## src/hdl/actt_pkg.sv

```systemverilog
package actt_pkg;

    // geometry limits of the text buffer
    localparam int MAX_ROWS = 128;
    localparam int MAX_COLS = 256;
    localparam int ROW_LIM_I = (MAX_ROWS < 128) ? MAX_ROWS : 128;
    localparam int COL_LIM_I = (MAX_COLS < 256) ? MAX_COLS : 256;
    localparam logic [7:0] ROW_LIM = 8'(ROW_LIM_I);
    localparam logic [8:0] COL_LIM = 9'(COL_LIM_I);

    // register map
    localparam logic REG_TERM_ROWS = 1'b0;
    localparam logic REG_TERM_COLS = 1'b1;

    localparam logic [7:0] RESET_ROWS = 8'd25;
    localparam logic [8:0] RESET_COLS = 9'd80;

    // stream characters
    localparam logic [7:0] CH_ESC   = 8'h1B;
    localparam logic [7:0] CH_LBR   = 8'h5B;
    localparam logic [7:0] CH_M     = 8'h6D;
    localparam logic [7:0] CH_SEMI  = 8'h3B;
    localparam logic [7:0] CH_NL    = 8'h0A;
    localparam logic [7:0] CH_BS    = 8'h08;
    localparam logic [7:0] CH_SPACE = 8'h20;
    localparam logic [7:0] CH_ZERO  = 8'h30;
    localparam logic [7:0] CH_NINE  = 8'h39;

    // colour codes
    localparam logic [6:0] SGR_FG_LO  = 7'd30;
    localparam logic [6:0] SGR_FG_HI  = 7'd37;
    localparam logic [6:0] SGR_BG_LO  = 7'd40;
    localparam logic [6:0] SGR_BG_HI  = 7'd47;
    localparam logic [6:0] PARAM_SAT  = 7'd99;
    localparam logic [4:0] FG_DEFAULT = 5'd7;
    localparam logic [4:0] BG_PLAIN   = 5'd0;
    localparam logic [4:0] BG_DEFAULT = 5'd16;

    // result kinds
    localparam logic KIND_CELL   = 1'b0;
    localparam logic KIND_SCROLL = 1'b1;

    typedef struct packed {
        logic       kind;
        logic [6:0] row;
        logic [7:0] col;
        logic [7:0] cell_char;
        logic [4:0] fg;
        logic [4:0] bg;
        logic [6:0] cursor_row;
        logic [7:0] cursor_col;
    } result_t;

    // all results of one byte; top is the index of the final one
    typedef struct packed {
        logic [1:0]        top;
        result_t [3:0]     res;
    } batch_t;

endpackage

```

## src/hdl/ansi_color_text_terminal.sv

```systemverilog
// path: a byte is registered at acceptance and its results are then
// registered in the output queue; a byte that only parses gives no beat
// throughput: one byte per cycle while each byte gives at most one result
// and out_stall is low; the results of a byte giving several go out one per beat
// reset: cursor at the top left, white on default background, plain text
// mode, 25 rows by 80 columns; no clearing pass
module ansi_color_text_terminal
(
    input  logic       clk,
    input  logic       rst_n,

    // byte stream in
    input  logic [7:0] ch,
    input  logic       in_valid,
    output logic       in_stall,

    // register writes, always taken
    input  logic       cfg_valid,
    output logic       cfg_ready,
    input  logic       cfg_index,
    input  logic [8:0] cfg_data,

    // cell writes and scrolls out
    output logic       out_valid,
    input  logic       out_stall,
    output logic       kind,
    output logic [6:0] row,
    output logic [7:0] col,
    output logic [7:0] cell_char,
    output logic [4:0] fg,
    output logic [4:0] bg,
    output logic [6:0] cursor_row,
    output logic [7:0] cursor_col,
    output logic       last
);

    // the parser folds one byte into a batch of up to four results in a
    // single pass (a lone escape printed plus the byte after it, each
    // possibly wrapping into a scroll); the queue holds the batch being
    // sent and one spare, so the byte stage keeps moving while a finished
    // beat waits on the output
    logic              push;
    logic              q_full;
    actt_pkg::batch_t  batch;
    actt_pkg::result_t res;

    assign cfg_ready = 1'b1;

    actt_parse u_parse
    (
        .clk       (clk),
        .rst_n     (rst_n),
        .ch        (ch),
        .in_valid  (in_valid),
        .in_stall  (in_stall),
        .cfg_valid (cfg_valid),
        .cfg_index (cfg_index),
        .cfg_data  (cfg_data),
        .q_full    (q_full),
        .push      (push),
        .batch     (batch)
    );

    actt_outq u_outq
    (
        .clk       (clk),
        .rst_n     (rst_n),
        .push      (push),
        .batch     (batch),
        .q_full    (q_full),
        .out_valid (out_valid),
        .out_stall (out_stall),
        .res       (res),
        .last      (last)
    );

    // result fields onto their own ports
    assign kind       = res.kind;
    assign row        = res.row;
    assign col        = res.col;
    assign cell_char  = res.cell_char;
    assign fg         = res.fg;
    assign bg         = res.bg;
    assign cursor_row = res.cursor_row;
    assign cursor_col = res.cursor_col;

endmodule

```

## src/hdl/actt_parse.sv

```systemverilog
module actt_parse
(
    input  logic                 clk,
    input  logic                 rst_n,
    input  logic [7:0]           ch,
    input  logic                 in_valid,
    output logic                 in_stall,
    input  logic                 cfg_valid,
    input  logic                 cfg_index,
    input  logic [8:0]           cfg_data,
    input  logic                 q_full,
    output logic                 push,
    output actt_pkg::batch_t     batch
);

    typedef enum logic [1:0]
    {
        MODE_TEXT  = 2'd0,
        MODE_ESC   = 2'd1,
        MODE_PARAM = 2'd2
    } mode_t;

    typedef struct packed {
        logic [1:0]                n;
        actt_pkg::result_t [1:0]   res;
        logic [6:0]                row;
        logic [7:0]                col;
    } text_res_t;

    // one printable or control byte against the cursor
    function automatic text_res_t text_step
    (
        input logic [7:0] c,
        input logic [6:0] cur_r,
        input logic [7:0] cur_c,
        input logic [4:0] fg_i,
        input logic [4:0] bg_i,
        input logic [7:0] rows,
        input logic [8:0] cols
    );
        text_res_t  t;
        logic [6:0] r;
        logic [7:0] k;
        logic [6:0] last_r;
        logic [7:0] last_k;
        logic [7:0] wc;
        logic [7:0] wch;
        logic [7:0] nr;
        logic [7:0] nc;
        logic       move;
        last_r = 7'(rows - 8'd1);
        last_k = 8'(cols - 9'd1);
        r = ({1'b0, cur_r} >= rows) ? last_r : cur_r;
        k = ({1'b0, cur_c} >= cols) ? last_k : cur_c;
        t = '0;
        t.row = r;
        t.col = k;
        move = 1'b1;
        wc = k;
        wch = c;
        nr = {1'b0, r};
        nc = k;
        if (c == actt_pkg::CH_NL)
        begin
            wch = actt_pkg::CH_SPACE;
            nr = {1'b0, r} + 8'd1;
            nc = '0;
        end
        else if (c == actt_pkg::CH_BS)
        begin
            if (k == '0)
            begin
                move = 1'b0;
            end
            else
            begin
                wc = k - 8'd1;
                wch = actt_pkg::CH_SPACE;
                nc = k - 8'd1;
            end
        end
        else if (({1'b0, k} + 9'd1) >= cols)
        begin
            nr = {1'b0, r} + 8'd1;
            nc = '0;
        end
        else
        begin
            nc = k + 8'd1;
        end
        if (move)
        begin
            t.res[0].kind = actt_pkg::KIND_CELL;
            t.res[0].row = r;
            t.res[0].col = wc;
            t.res[0].cell_char = wch;
            t.res[0].fg = fg_i;
            t.res[0].bg = bg_i;
            if (nr >= rows)
            begin
                // write keeps the old cursor, the scroll carries the new one
                t.res[0].cursor_row = r;
                t.res[0].cursor_col = k;
                t.res[1].kind = actt_pkg::KIND_SCROLL;
                t.res[1].row = '0;
                t.res[1].col = '0;
                t.res[1].cell_char = actt_pkg::CH_SPACE;
                t.res[1].fg = fg_i;
                t.res[1].bg = bg_i;
                t.res[1].cursor_row = last_r;
                t.res[1].cursor_col = nc;
                t.n = 2'd2;
                t.row = last_r;
                t.col = nc;
            end
            else
            begin
                t.res[0].cursor_row = nr[6:0];
                t.res[0].cursor_col = nc;
                t.n = 2'd1;
                t.row = nr[6:0];
                t.col = nc;
            end
        end
        return t;
    endfunction

    mode_t      mode_reg, mode_next;
    logic [6:0] pv_reg, pv_next;
    logic       pe_reg, pe_next;
    logic [4:0] fg_reg, fg_next;
    logic [4:0] bg_reg, bg_next;
    logic [6:0] cur_row_reg, cur_row_next;
    logic [7:0] cur_col_reg, cur_col_next;
    logic [7:0] rows_reg;
    logic [8:0] cols_reg;
    logic [7:0] byte_reg;
    logic       byte_valid_reg;

    logic       advance;
    text_res_t  ta, tb;
    logic [6:0] tb_row;
    logic [7:0] tb_col;
    logic       use_a, use_b;
    logic [1:0] na, nb;
    logic [2:0] n_total;
    logic [6:0] p;
    logic [9:0] acc;
    logic [1:0] sel;
    logic [7:0] rows_w;

    assign advance  = byte_valid_reg && !q_full;
    assign in_stall = byte_valid_reg && q_full;

    // input byte register
    always_ff @(posedge clk or negedge rst_n)
    begin
        if (!rst_n)
        begin
            byte_valid_reg <= 1'b0;
        end
        else if (in_valid && !in_stall)
        begin
            byte_valid_reg <= 1'b1;
        end
        else if (advance)
        begin
            byte_valid_reg <= 1'b0;
        end
    end

    always_ff @(posedge clk)
    begin
        if (in_valid && !in_stall)
        begin
            byte_reg <= ch;
        end
    end

    // geometry registers, held already clamped
    assign rows_w = cfg_data[7:0];

    always_ff @(posedge clk or negedge rst_n)
    begin
        if (!rst_n)
        begin
            rows_reg <= actt_pkg::RESET_ROWS;
            cols_reg <= actt_pkg::RESET_COLS;
        end
        else if (cfg_valid)
        begin
            unique case (cfg_index)
                actt_pkg::REG_TERM_ROWS:
                begin
                    if (rows_w == '0)
                        rows_reg <= 8'd1;
                    else if (rows_w > actt_pkg::ROW_LIM)
                        rows_reg <= actt_pkg::ROW_LIM;
                    else
                        rows_reg <= rows_w;
                end
                actt_pkg::REG_TERM_COLS:
                begin
                    if (cfg_data == '0)
                        cols_reg <= 9'd1;
                    else if (cfg_data > actt_pkg::COL_LIM)
                        cols_reg <= actt_pkg::COL_LIM;
                    else
                        cols_reg <= cfg_data;
                end
            endcase
        end
    end

    always_comb
    begin
        ta = text_step(actt_pkg::CH_ESC, cur_row_reg, cur_col_reg, fg_reg, bg_reg,
                       rows_reg, cols_reg);
        tb_row = (mode_reg == MODE_ESC) ? ta.row : cur_row_reg;
        tb_col = (mode_reg == MODE_ESC) ? ta.col : cur_col_reg;
        tb = text_step(byte_reg, tb_row, tb_col, fg_reg, bg_reg, rows_reg, cols_reg);

        mode_next = mode_reg;
        pv_next = pv_reg;
        pe_next = pe_reg;
        fg_next = fg_reg;
        bg_next = bg_reg;
        cur_row_next = cur_row_reg;
        cur_col_next = cur_col_reg;
        use_a = 1'b0;
        use_b = 1'b0;
        p = pe_reg ? 7'd0 : pv_reg;
        acc = {pv_reg, 3'b000} + {2'b00, pv_reg, 1'b0} + {6'd0, 4'(byte_reg - actt_pkg::CH_ZERO)};

        unique case (mode_reg)
            MODE_ESC:
            begin
                if (byte_reg == actt_pkg::CH_LBR)
                begin
                    mode_next = MODE_PARAM;
                    pv_next = '0;
                    pe_next = 1'b1;
                end
                else
                begin
                    // lone escape is printed, then the byte is taken afresh
                    use_a = 1'b1;
                    if (byte_reg == actt_pkg::CH_ESC)
                    begin
                        mode_next = MODE_ESC;
                        cur_row_next = ta.row;
                        cur_col_next = ta.col;
                    end
                    else
                    begin
                        mode_next = MODE_TEXT;
                        use_b = 1'b1;
                        cur_row_next = tb.row;
                        cur_col_next = tb.col;
                    end
                end
            end
            MODE_PARAM:
            begin
                if (byte_reg >= actt_pkg::CH_ZERO && byte_reg <= actt_pkg::CH_NINE)
                begin
                    pv_next = (acc > {3'd0, actt_pkg::PARAM_SAT}) ? actt_pkg::PARAM_SAT
                                                                : acc[6:0];
                    pe_next = 1'b0;
                end
                else if (byte_reg == actt_pkg::CH_SEMI || byte_reg == actt_pkg::CH_M)
                begin
                    if (p == '0)
                    begin
                        fg_next = actt_pkg::FG_DEFAULT;
                        bg_next = actt_pkg::BG_PLAIN;
                    end
                    else if (p >= actt_pkg::SGR_FG_LO && p <= actt_pkg::SGR_FG_HI)
                    begin
                        fg_next = 5'(p - actt_pkg::SGR_FG_LO);
                    end
                    else if (p >= actt_pkg::SGR_BG_LO && p <= actt_pkg::SGR_BG_HI)
                    begin
                        bg_next = 5'(p - actt_pkg::SGR_BG_LO);
                    end
                    pv_next = '0;
                    pe_next = 1'b1;
                    if (byte_reg == actt_pkg::CH_M)
                        mode_next = MODE_TEXT;
                end
                else
                begin
                    // stray byte ends the sequence and is handled as input
                    pv_next = '0;
                    pe_next = 1'b1;
                    if (byte_reg == actt_pkg::CH_ESC)
                    begin
                        mode_next = MODE_ESC;
                    end
                    else
                    begin
                        mode_next = MODE_TEXT;
                        use_b = 1'b1;
                        cur_row_next = tb.row;
                        cur_col_next = tb.col;
                    end
                end
            end
            default:
            begin
                if (byte_reg == actt_pkg::CH_ESC)
                begin
                    mode_next = MODE_ESC;
                end
                else
                begin
                    mode_next = MODE_TEXT;
                    use_b = 1'b1;
                    cur_row_next = tb.row;
                    cur_col_next = tb.col;
                end
            end
        endcase

        na = use_a ? ta.n : 2'd0;
        nb = use_b ? tb.n : 2'd0;
        n_total = {1'b0, na} + {1'b0, nb};

        // pack escape results first, then those of the byte itself
        batch.top = 2'(n_total - 3'd1);
        for (int i = 0; i < 4; i++)
        begin
            sel = 2'(i) - na;
            if (2'(i) < na)
                batch.res[i] = ta.res[i[0]];
            else
                batch.res[i] = tb.res[sel[0]];
        end
        push = advance && (n_total != '0);
    end

    always_ff @(posedge clk or negedge rst_n)
    begin
        if (!rst_n)
        begin
            mode_reg <= MODE_TEXT;
            pv_reg <= '0;
            pe_reg <= 1'b1;
            fg_reg <= actt_pkg::FG_DEFAULT;
            bg_reg <= actt_pkg::BG_DEFAULT;
            cur_row_reg <= '0;
            cur_col_reg <= '0;
        end
        else if (advance)
        begin
            mode_reg <= mode_next;
            pv_reg <= pv_next;
            pe_reg <= pe_next;
            fg_reg <= fg_next;
            bg_reg <= bg_next;
            cur_row_reg <= cur_row_next;
            cur_col_reg <= cur_col_next;
        end
    end

endmodule

```

## src/hdl/actt_outq.sv

```systemverilog
module actt_outq
(
    input  logic                 clk,
    input  logic                 rst_n,
    input  logic                 push,
    input  actt_pkg::batch_t     batch,
    output logic                 q_full,
    output logic                 out_valid,
    input  logic                 out_stall,
    output actt_pkg::result_t    res,
    output logic                 last
);

    actt_pkg::batch_t cur_reg;
    actt_pkg::batch_t nxt_reg;
    logic             cur_valid_reg;
    logic             nxt_valid_reg;
    logic [1:0]       ptr_reg;
    logic             beat;
    logic             cur_done;

    assign beat     = cur_valid_reg && !out_stall;
    assign cur_done = beat && (ptr_reg == cur_reg.top);
    assign q_full   = nxt_valid_reg;

    assign out_valid = cur_valid_reg;
    assign res       = cur_reg.res[ptr_reg];
    assign last      = (ptr_reg == cur_reg.top);

    always_ff @(posedge clk or negedge rst_n)
    begin
        if (!rst_n)
        begin
            cur_valid_reg <= 1'b0;
            nxt_valid_reg <= 1'b0;
            ptr_reg <= '0;
        end
        else if (cur_done || !cur_valid_reg)
        begin
            ptr_reg <= '0;
            if (nxt_valid_reg)
            begin
                cur_valid_reg <= 1'b1;
                nxt_valid_reg <= 1'b0;
            end
            else
            begin
                cur_valid_reg <= push;
            end
        end
        else
        begin
            if (beat)
                ptr_reg <= ptr_reg + 2'd1;
            if (push)
                nxt_valid_reg <= 1'b1;
        end
    end

    always_ff @(posedge clk)
    begin
        if (cur_done || !cur_valid_reg)
        begin
            if (nxt_valid_reg)
                cur_reg <= nxt_reg;
            else if (push)
                cur_reg <= batch;
        end
        else if (push)
        begin
            nxt_reg <= batch;
        end
    end

    // spare slot is only ever filled behind a busy current slot
    a_nxt_behind_cur: assert property (@(posedge clk) disable iff (!rst_n)
        nxt_valid_reg |-> cur_valid_reg)
        else $error("spare batch held with no current batch");

    a_no_push_when_full: assert property (@(posedge clk) disable iff (!rst_n)
        push |-> !nxt_valid_reg)
        else $error("batch pushed into a full queue");

    a_ptr_in_batch: assert property (@(posedge clk) disable iff (!rst_n)
        cur_valid_reg |-> (ptr_reg <= cur_reg.top))
        else $error("result pointer beyond batch");

    a_stall_holds: assert property (@(posedge clk) disable iff (!rst_n)
        (cur_valid_reg && out_stall) |=> (cur_valid_reg && $stable(ptr_reg)))
        else $error("stalled result moved");

endmodule
```

## config.mk

```make
export PLATFORM = sky130hd
export DESIGN_NAME = ansi_color_text_terminal
export DESIGN_NICKNAME = d
export VERILOG_FILES = /design/src/hdl/actt_pkg.sv /design/src/hdl/ansi_color_text_terminal.sv /design/src/hdl/actt_parse.sv /design/src/hdl/actt_outq.sv
export SDC_FILE = /design/constraint.sdc
export NUM_CORES = 1
export LEC_CHECK = 0
export BUFFER_PORTS_ARGS = -buffer_cell sky130_fd_sc_hd__buf_4
export CORE_ASPECT_RATIO = 1.2
export CORE_MARGIN = 4
export CORE_UTILIZATION = 63
export DETAILED_ROUTE_END_ITERATION = 7
export PLACE_DENSITY = 0.91
export SLEW_MARGIN = 20
export SYNTH_ARGS = -nofsm -noshare
export SYNTH_HDL_FRONTEND = slang
export SYNTH_SLANG_ARGS = --single-unit
```

## constraint.sdc

```tcl
create_clock -name clk -period 24.2 [get_ports clk]
set_input_delay 2.42 -clock clk [delete_from_list [all_inputs] [get_ports clk]]
set_output_delay 2.42 -clock clk [all_outputs]
set_load 0.005 [all_outputs]
```

# Word-level counts from Yosys, hierarchy flattened

Index checks and enable logic that the tools add are counted.

Bits of input ports: 23
Memories: 0
Latch bits: 0
ROM bits: 0
Memory bits (writable): 0
Logic and storage cells: 278
Output and inout port bits: 53
Flip-flop bits (word level): 461

Multipliers: 0
Multiplexer cells: 97
Reductions and logical operators: 36
Div/mod/pow operators: 0
Equality and inequality tests: 15
Shift operators: 0
Bitwise logic cells: 3
Add/sub/neg operators: 21
Order comparisons: 26

Operator list:

| kind                  | number |
|---|---|
| $mux W49              | 15 |
| $mux W198             | 2 |
| $mux W8               | 24 |
| $mux W115             | 1 |
| $bmux W49 S2          | 1 |
| $mux W7               | 12 |
| $mux W30              | 2 |
| $pmux W7 S2           | 2 |
| $mux W5               | 5 |
| $mux W2               | 10 |
| $add A8 B1 Y9 const B | 2 |
| $ge A8 B9 Y1          | 2 |
| $ge A9 B9 Y1          | 2 |
| $mux W9               | 2 |
| $mux W1               | 17 |
| $add A7 B1 Y8 const B | 2 |
| $add A8 B1 Y8 const B | 2 |
| $eq A8 B4 Y1 const B  | 2 |
| $eq A8 B7 Y1 const B  | 2 |
| $ge A7 B8 Y1          | 2 |
| $ge A8 B8 Y1          | 2 |
| $logic_not A8 Y1      | 2 |
| $pmux W8 S2           | 1 |
| $sub A8 B1 Y8 const B | 2 |
| 45 further kinds      | 82 |

# Logic depth before layout (Yosys ltp)

Word-level depth: 24
Depth in mapped cells: 63
Mapped depth without buffers: 54

# Modules after synthesis

From an unflattened synthesis, not the netlist that was laid out.

Cell total of the unflattened synthesis: 2108
Area total of the unflattened synthesis: 25675.9 µm²

Modules (own cells, without submodules):

| module                   | area each (µm²) | sequential area each (µm²) | cells an instance | instances |
|---|---|---|---|---|
| actt_outq                | 15677.5         | 11991.5                    | 697               | 1 |
| actt_parse               | 9987.1          | 1579.0                     | 1409              | 1 |
| ansi_color_text_terminal | 11.3            | 0.0                        | 2                 | 1 |

# Worst setup path after synthesis

OpenSTA, ideal clock, no wires.

Kind: reg2reg
From: reg u_parse.cols_reg[4]
To: reg u_outq.cur_reg[0] (netlist name) (enable)
Path slack: 3028 ps
Library setup time: 760 ps
Required time: 23440 ps
Data arrival time: 20412 ps
Clock period less this slack: 21172 ps
Cell stages (with the launch flop): 60
Cells stage by stage: dfstp_2 -> buf_2 -> inv_1 -> ha_1 -> a21o_1 -> a2bb2oi_2 -> o21ai_2 -> buf_2 -> nand2_1 -> a21boi_0 -> ha_1 -> clkbuf_1 -> nand4b_1 -> o31ai_1 -> xnor2_1 -> mux2i_1 -> ha_1 -> a211o_1 -> (+24 left out) -> mux2_2 -> ha_1 -> a21o_1 -> a21o_1 -> a211o_1 -> a21oi_1 -> o21ai_1 -> clkbuf_1 -> clkbuf_1 -> buf_1 -> nor3_1 -> ha_1 -> fa_1 -> inv_1 -> ha_1 -> nand2b_1 -> a21oi_1 -> nor2_1

Cells in the longest elaborated chain, start to end: 23

Ends and longest elaborated chain:

| what                                                 | line                                | source |
|---|---|---|
| start: declaration                                   | actt_parse.sv:136                   | `logic [8:0] cols_reg;` |
| start signal: assignment                             | actt_parse.sv:188                   | `cols_reg <= actt_pkg::RESET_COLS;` |
| start signal: assignment                             | actt_parse.sv:207                   | `cols_reg <= actt_pkg::COL_LIM;` |
| start signal: assignment                             | actt_parse.sv:209                   | `cols_reg <= cfg_data;` |
| $sub A8 B1 Y8 / $ge A8 B9 Y1 (equally long branches) | actt_parse.sv:52, actt_parse.sv:54  |  |
| $mux W8                                              | actt_parse.sv:54                    | `k = ({1'b0, cur_c} >= cols) ? last_k : cur_c;` |
| $add A8 B1 Y9                                        | actt_parse.sv:82                    | `else if (({1'b0, k} + 9'd1) >= cols)` |
| $ge A9 B9 Y1                                         | actt_parse.sv:82                    |  |
| $mux W8                                              | actt_parse.sv:82                    |  |
| $mux W30 / $ge A8 B8 Y1 (equally long branches)      | actt_parse.sv:99                    | `if (nr >= rows)` |
| $mux W8 / $mux W30 (equally long branches)           | actt_parse.sv:220, actt_parse.sv:99 |  |
| $ge A8 B9 Y1 / $mux W7 (equally long branches)       | actt_parse.sv:54, actt_parse.sv:219 |  |
| (+7 left out)                                        | -                                   |  |
| $mux W2                                              | actt_parse.sv:99                    |  |
| $mux W115                                            | actt_parse.sv:91                    | `if (move)` |
| $mux W2                                              | actt_parse.sv:326                   | `nb = use_b ? tb.n : 2'd0;` |
| $add A2 B2 Y3 (*)                                    | actt_parse.sv:327                   | `n_total = {1'b0, na} + {1'b0, nb};` |
| $reduce_bool A3 Y1 (*)                               | actt_parse.sv:339                   | `push = advance && (n_total != '0);` |
| $logic_and A1 B1 Y1 (*)                              | actt_parse.sv:339                   |  |
| $reduce_bool A2 Y1 (no source line) (*)              | -                                   |  |
| $reduce_and A2 Y1 (no source line) (*)               | -                                   |  |
| end signal: assignment                               | actt_outq.sv:65                     | `cur_reg <= nxt_reg;` |
| end signal: assignment                               | actt_outq.sv:67                     | `cur_reg <= batch;` |
| end: declaration                                     | actt_outq.sv:14                     | `actt_pkg::batch_t cur_reg;` |

Every way passes the cells marked *; elsewhere a longest branch is shown, timed or not.
A chain may end at the register's enable or synchronous reset.

# Final worst setup path

From: reg u_parse.cols_reg[2]
To: reg u_outq.nxt_reg[46] (netlist name) (enable)

Cells in the longest elaborated chain, start to end: 22

Ends and longest elaborated chain:

| what                                                 | line                                | source |
|---|---|---|
| $sub A8 B1 Y8 / $ge A8 B9 Y1 (equally long branches) | actt_parse.sv:52, actt_parse.sv:54  |  |
| $mux W8                                              | actt_parse.sv:54                    |  |
| $add A8 B1 Y9                                        | actt_parse.sv:82                    |  |
| $ge A9 B9 Y1                                         | actt_parse.sv:82                    |  |
| $mux W8                                              | actt_parse.sv:82                    |  |
| $mux W30 / $ge A8 B8 Y1 (equally long branches)      | actt_parse.sv:99                    |  |
| $mux W8 / $mux W30 (equally long branches)           | actt_parse.sv:220, actt_parse.sv:99 |  |
| $ge A8 B9 Y1 / $mux W7 (equally long branches)       | actt_parse.sv:54, actt_parse.sv:219 |  |
| (+6 left out)                                        | -                                   |  |
| $ge A8 B8 Y1                                         | actt_parse.sv:99                    |  |
| $mux W2                                              | actt_parse.sv:99                    |  |
| $mux W115                                            | actt_parse.sv:91                    |  |
| $mux W2                                              | actt_parse.sv:326                   |  |
| $add A2 B2 Y3 (*)                                    | actt_parse.sv:327                   |  |
| $reduce_bool A3 Y1 (*)                               | actt_parse.sv:339                   |  |
| $logic_and A1 B1 Y1 (*)                              | actt_parse.sv:339                   |  |
| $reduce_and A2 Y1 (no source line) (*)               | -                                   |  |
| end signal: assignment                               | actt_outq.sv:71                     | `nxt_reg <= batch;` |
| end: declaration                                     | actt_outq.sv:15                     | `actt_pkg::batch_t nxt_reg;` |

Marks and branches as above.

==> impl_metrics.tcl <==
set metrics [dict create \
    cp_data_required_time_ns 24.43 \
    worst-path-max-fanout 86 \
    comb_power_share_pct 51.3 \
    syn_inst 2227 \
    post-route-drc-count 0 \
    groute.layer.met1.usage_pct 44.5 \
    port_buffers 74 \
    layout.nets 2372 \
    detailed_route_vias_per_instance 6.95 \
    grt_start_max_net_pins 89 \
    initialDrtViolationCount 2792 \
    cellPowerDensity_mw_per_mm2 155 \
    finalWorstSetupSlack_ns 7.61 \
    post-cts-setup-buffers 0 \
    grt_remaining_overflow 0 \
    worstSetupEndpointType "flop" \
    design.die.area_mm2 0.0440 \
    finalSetupViolCount 0 \
    cts-buffers-inserted 46 \
    highest_count_cells_in_the_layout_ignoring_fill_and_taps "sky130_fd_sc_hd__edfxtp_1 (404), sky130_fd_sc_hd__nand2_1 (242), sky130_fd_sc_hd__nor2_1 (150), sky130_fd_sc_hd__o21ai_0 (133), sky130_fd_sc_hd__mux2_2 (123)" \
    status "complete, no violations" \
    path_clk_slew_ns 0.06 \
    worstPathArrival_ns 16.82 \
    grt_util_all_layers_pct 33.9 \
    timing_worst_setup_path_type "reg2reg" \
    synthesis.area_per_instance_um2 11.5 \
    power.share.clock_pct 16.2 \
    switching_share_pct 43.3 \
    final_min_period_over_clock_period_pct 68.6 \
    post_synth_num_cell_types 97 \
    worstReg2RegStart "u_parse.cols_reg[2]" \
    dominantRegCellSynth "sky130_fd_sc_hd__edfxtp_1" \
    drt_pre_antenna_iters 6 \
    power_report.internal_total_mw 2.47 \
    clkSinkCount 461 \
    grt.met3_usage_pct 5.79 \
    top_usage_layer "met2" \
    place.detailed.hpwl_um 49800 \
    vdd.ir_drop.worst_mv 0.0830 \
    design.portCount 76 \
    first_global_vias 19300 \
    cts_repair_resize_count 0 \
    max_slew.worst_pin.slew_ns 1.06 \
    worstSetupStartpointType "flop" \
    ys_seq_elements 461 \
    place_worst_setup_slack_ns 7.81 \
    hold_viol_final 0 \
    timing.hold.worst.start "u_parse.rows_reg[6]" \
    gp_congestion 1.00 \
    synth_fp_nets 2347 \
    share_of_cells_above_drive_strength_1_pct 17.5 \
    seqCellArea_mm2 0.0136 \
    cap_viol_max_count 0 \
    placement_rows 80 \
    relSlewSlack_pct 29.1 \
    floorplan.die.height_um 229 \
    global_route_wire_length_before_repair_um 115000 \
    worst_setup_startpoint "u_parse.cols_reg[2]" \
    number_of_h_tree_levels 2 \
    ys_seq_area_share_pct 53.0 \
    pwr-share-seq_pct 32.5 \
    cts.root.buffer_cell "sky130_fd_sc_hd__clkbuf_16" \
    core-area_mm2 0.0399 \
    num_vias 19600 \
    tritoncts "done" \
    critPathMaxStageDelay_ns 0.83 \
    chip_width_um 192 \
    synthesis_warnings 0 \
    post_synth_instance_area_mm2 0.0256 \
    count_of_antenna_violating_nets_left_after_detailed_routing 0 \
    rsz0062_at_grt "no" \
    postRouteWirelength_um 75000 \
    power_leakage_nw 10.7 \
    totalNegativeSetupSlack_ns 0 \
    timing.reg2reg.setup_slack_ns 7.61 \
    multi_input_comb_area_mm2 0.0112 \
    cts-hold-fix-buffers 0 \
    critical-path-slowest-cell "sky130_fd_sc_hd__buf_4" \
    insertion_delay_ns 0.61 \
    layout.filler_cells 2570 \
    critPathMostFrequentCell "sky130_fd_sc_hd__ha_1" \
    hold_class "reg2reg" \
    maxClockFrequency_mhz 60.3 \
    gr-usage-met2_pct 54.1 \
    count_of_flip_flops_with_a_built_in_enable_after_synthesis 404 \
    synthArstFlopShare_pct 12.4 \
    clock-skew-final_ns 0.0393 \
    number_of_antenna_violations_at_the_first_check_in_global_routing 1 \
    initial_core_util_pct 64.1 \
    layout_overhead_on_the_synthesized_area_pct 9.78 \
    wl_per_cell_um 26.6 \
    max_transition_viols_final 0 \
    netSwitchingPower_mw 1.89 \
    clock_path_buffers 3 \
    layout.cells.most_common "sky130_fd_sc_hd__edfxtp_1" \
    period_needed_ns 16.59 \
]
## cell families (layout without fill, tap and decap cells)
logic type | count (synthesis) | after routing | share of synthesized area [%]
other | 2 | 4 | 0.0293
adders and majority gates | 97 | 97 | 4.83
xor gates and xnor gates | 63 | 63 | 2.21
AOI/OAI and AO/OA | 500 | 500 | 13.1
buffers and inverters | 228 | 287 | 3.44
and+or+nand+nor | 678 | 678 | 12.7
muxes | 198 | 198 | 10.7
DFF | 461 | 461 | 53.0
## power by group through the flow
stage / sequential (mW) / clock (mW) / combinational, mW
floorplan: 1.40 / 0 / 1.47
global placement: 1.40 / 0 / 2.09
detailed placement: 1.42 / 0 / 2.15
CTS: 1.41 / 0.709 / 2.18
global route: 1.43 / 0.746 / 2.39
finish: 1.42 / 0.706 / 2.24
## critical path: cells and delay by family (launching register included)
kind | cells | cell delay [ns]
XOR/XNOR | 3 | 0.46
AO/OA/AOI/OAI | 19 | 4.60
multiplexers | 1 | 0.48
adder cells (fa/ha/maj) | 10 | 3.31
AND/OR/NAND/NOR | 13 | 4.30
buffers and inverters | 6 | 2.44
flip-flops | 1 | 0.54
## worst paths after layout
| kind | end | cells after the start |
|---|---|---|
| max in group asynchronous | u_outq.q_full | 1 |
| worst max-delay path | u_outq.nxt_reg[46] | 52 |
| worst min-delay path | u_parse.rows_reg[6] | 2 |
| worst min register to register | u_parse.rows_reg[6] | 2 |
| worst max register to register | u_outq.nxt_reg[46] | 52 |
| min in group asynchronous | u_parse.cur_row_reg[3] | 1 |
## cells in the mapped netlist (all sizes together), types with 43 or more instances
library cell	number	area, um^2
nor2	153	577
xnor2	50	453
nand2	243	912
mux4	49	1100
and2	50	313
nand3	44	225
ha	94	1180
inv	93	349
clkbuf	110	413
a21oi	83	415
o21ai	141	713
dfrtp	47	1180
nor3	43	226
edfxtp	404	12100
o31ai	57	428
mux2	123	1390
## cell type report
| type | count | area share (%) |
|---|---|---|
| timing repair buffer | 110 | 2.99 |
| clock buffer | 62 | 4.38 |
| tap | 533 | 2.37 |
| multi-input combinational | 1538 | 39.8 |
| inverter | 95 | 1.28 |
| antenna | 2 | 0.0178 |
| sequential | 461 | 48.3 |
| clock inverter | 20 | 0.837 |
## through the flow
step	area, um^2	cells	power (mW)	hold slack (ns)	util (%)
2_1_floorplan	25600	2227	2.87	0.450	-
3_3_place_gp	26600	2736	3.49	0.475	66.7
3_5_place_dp	26600	2736	3.57	0.481	66.7
4_1_cts	28100	2818	4.30	0.494	70.3
5_1_grt	28100	2819	4.56	0.530	70.4
6_report	28100	2821	4.36	0.489	70.4
## metal layers
layer  share of wire, %  vias up
met4                6.7        2
met2                 47     1483
li1                   -     8407
met3                 10      319
met5              0.025        -
met1                 36     9390
(Power assumes the default switching activity.)
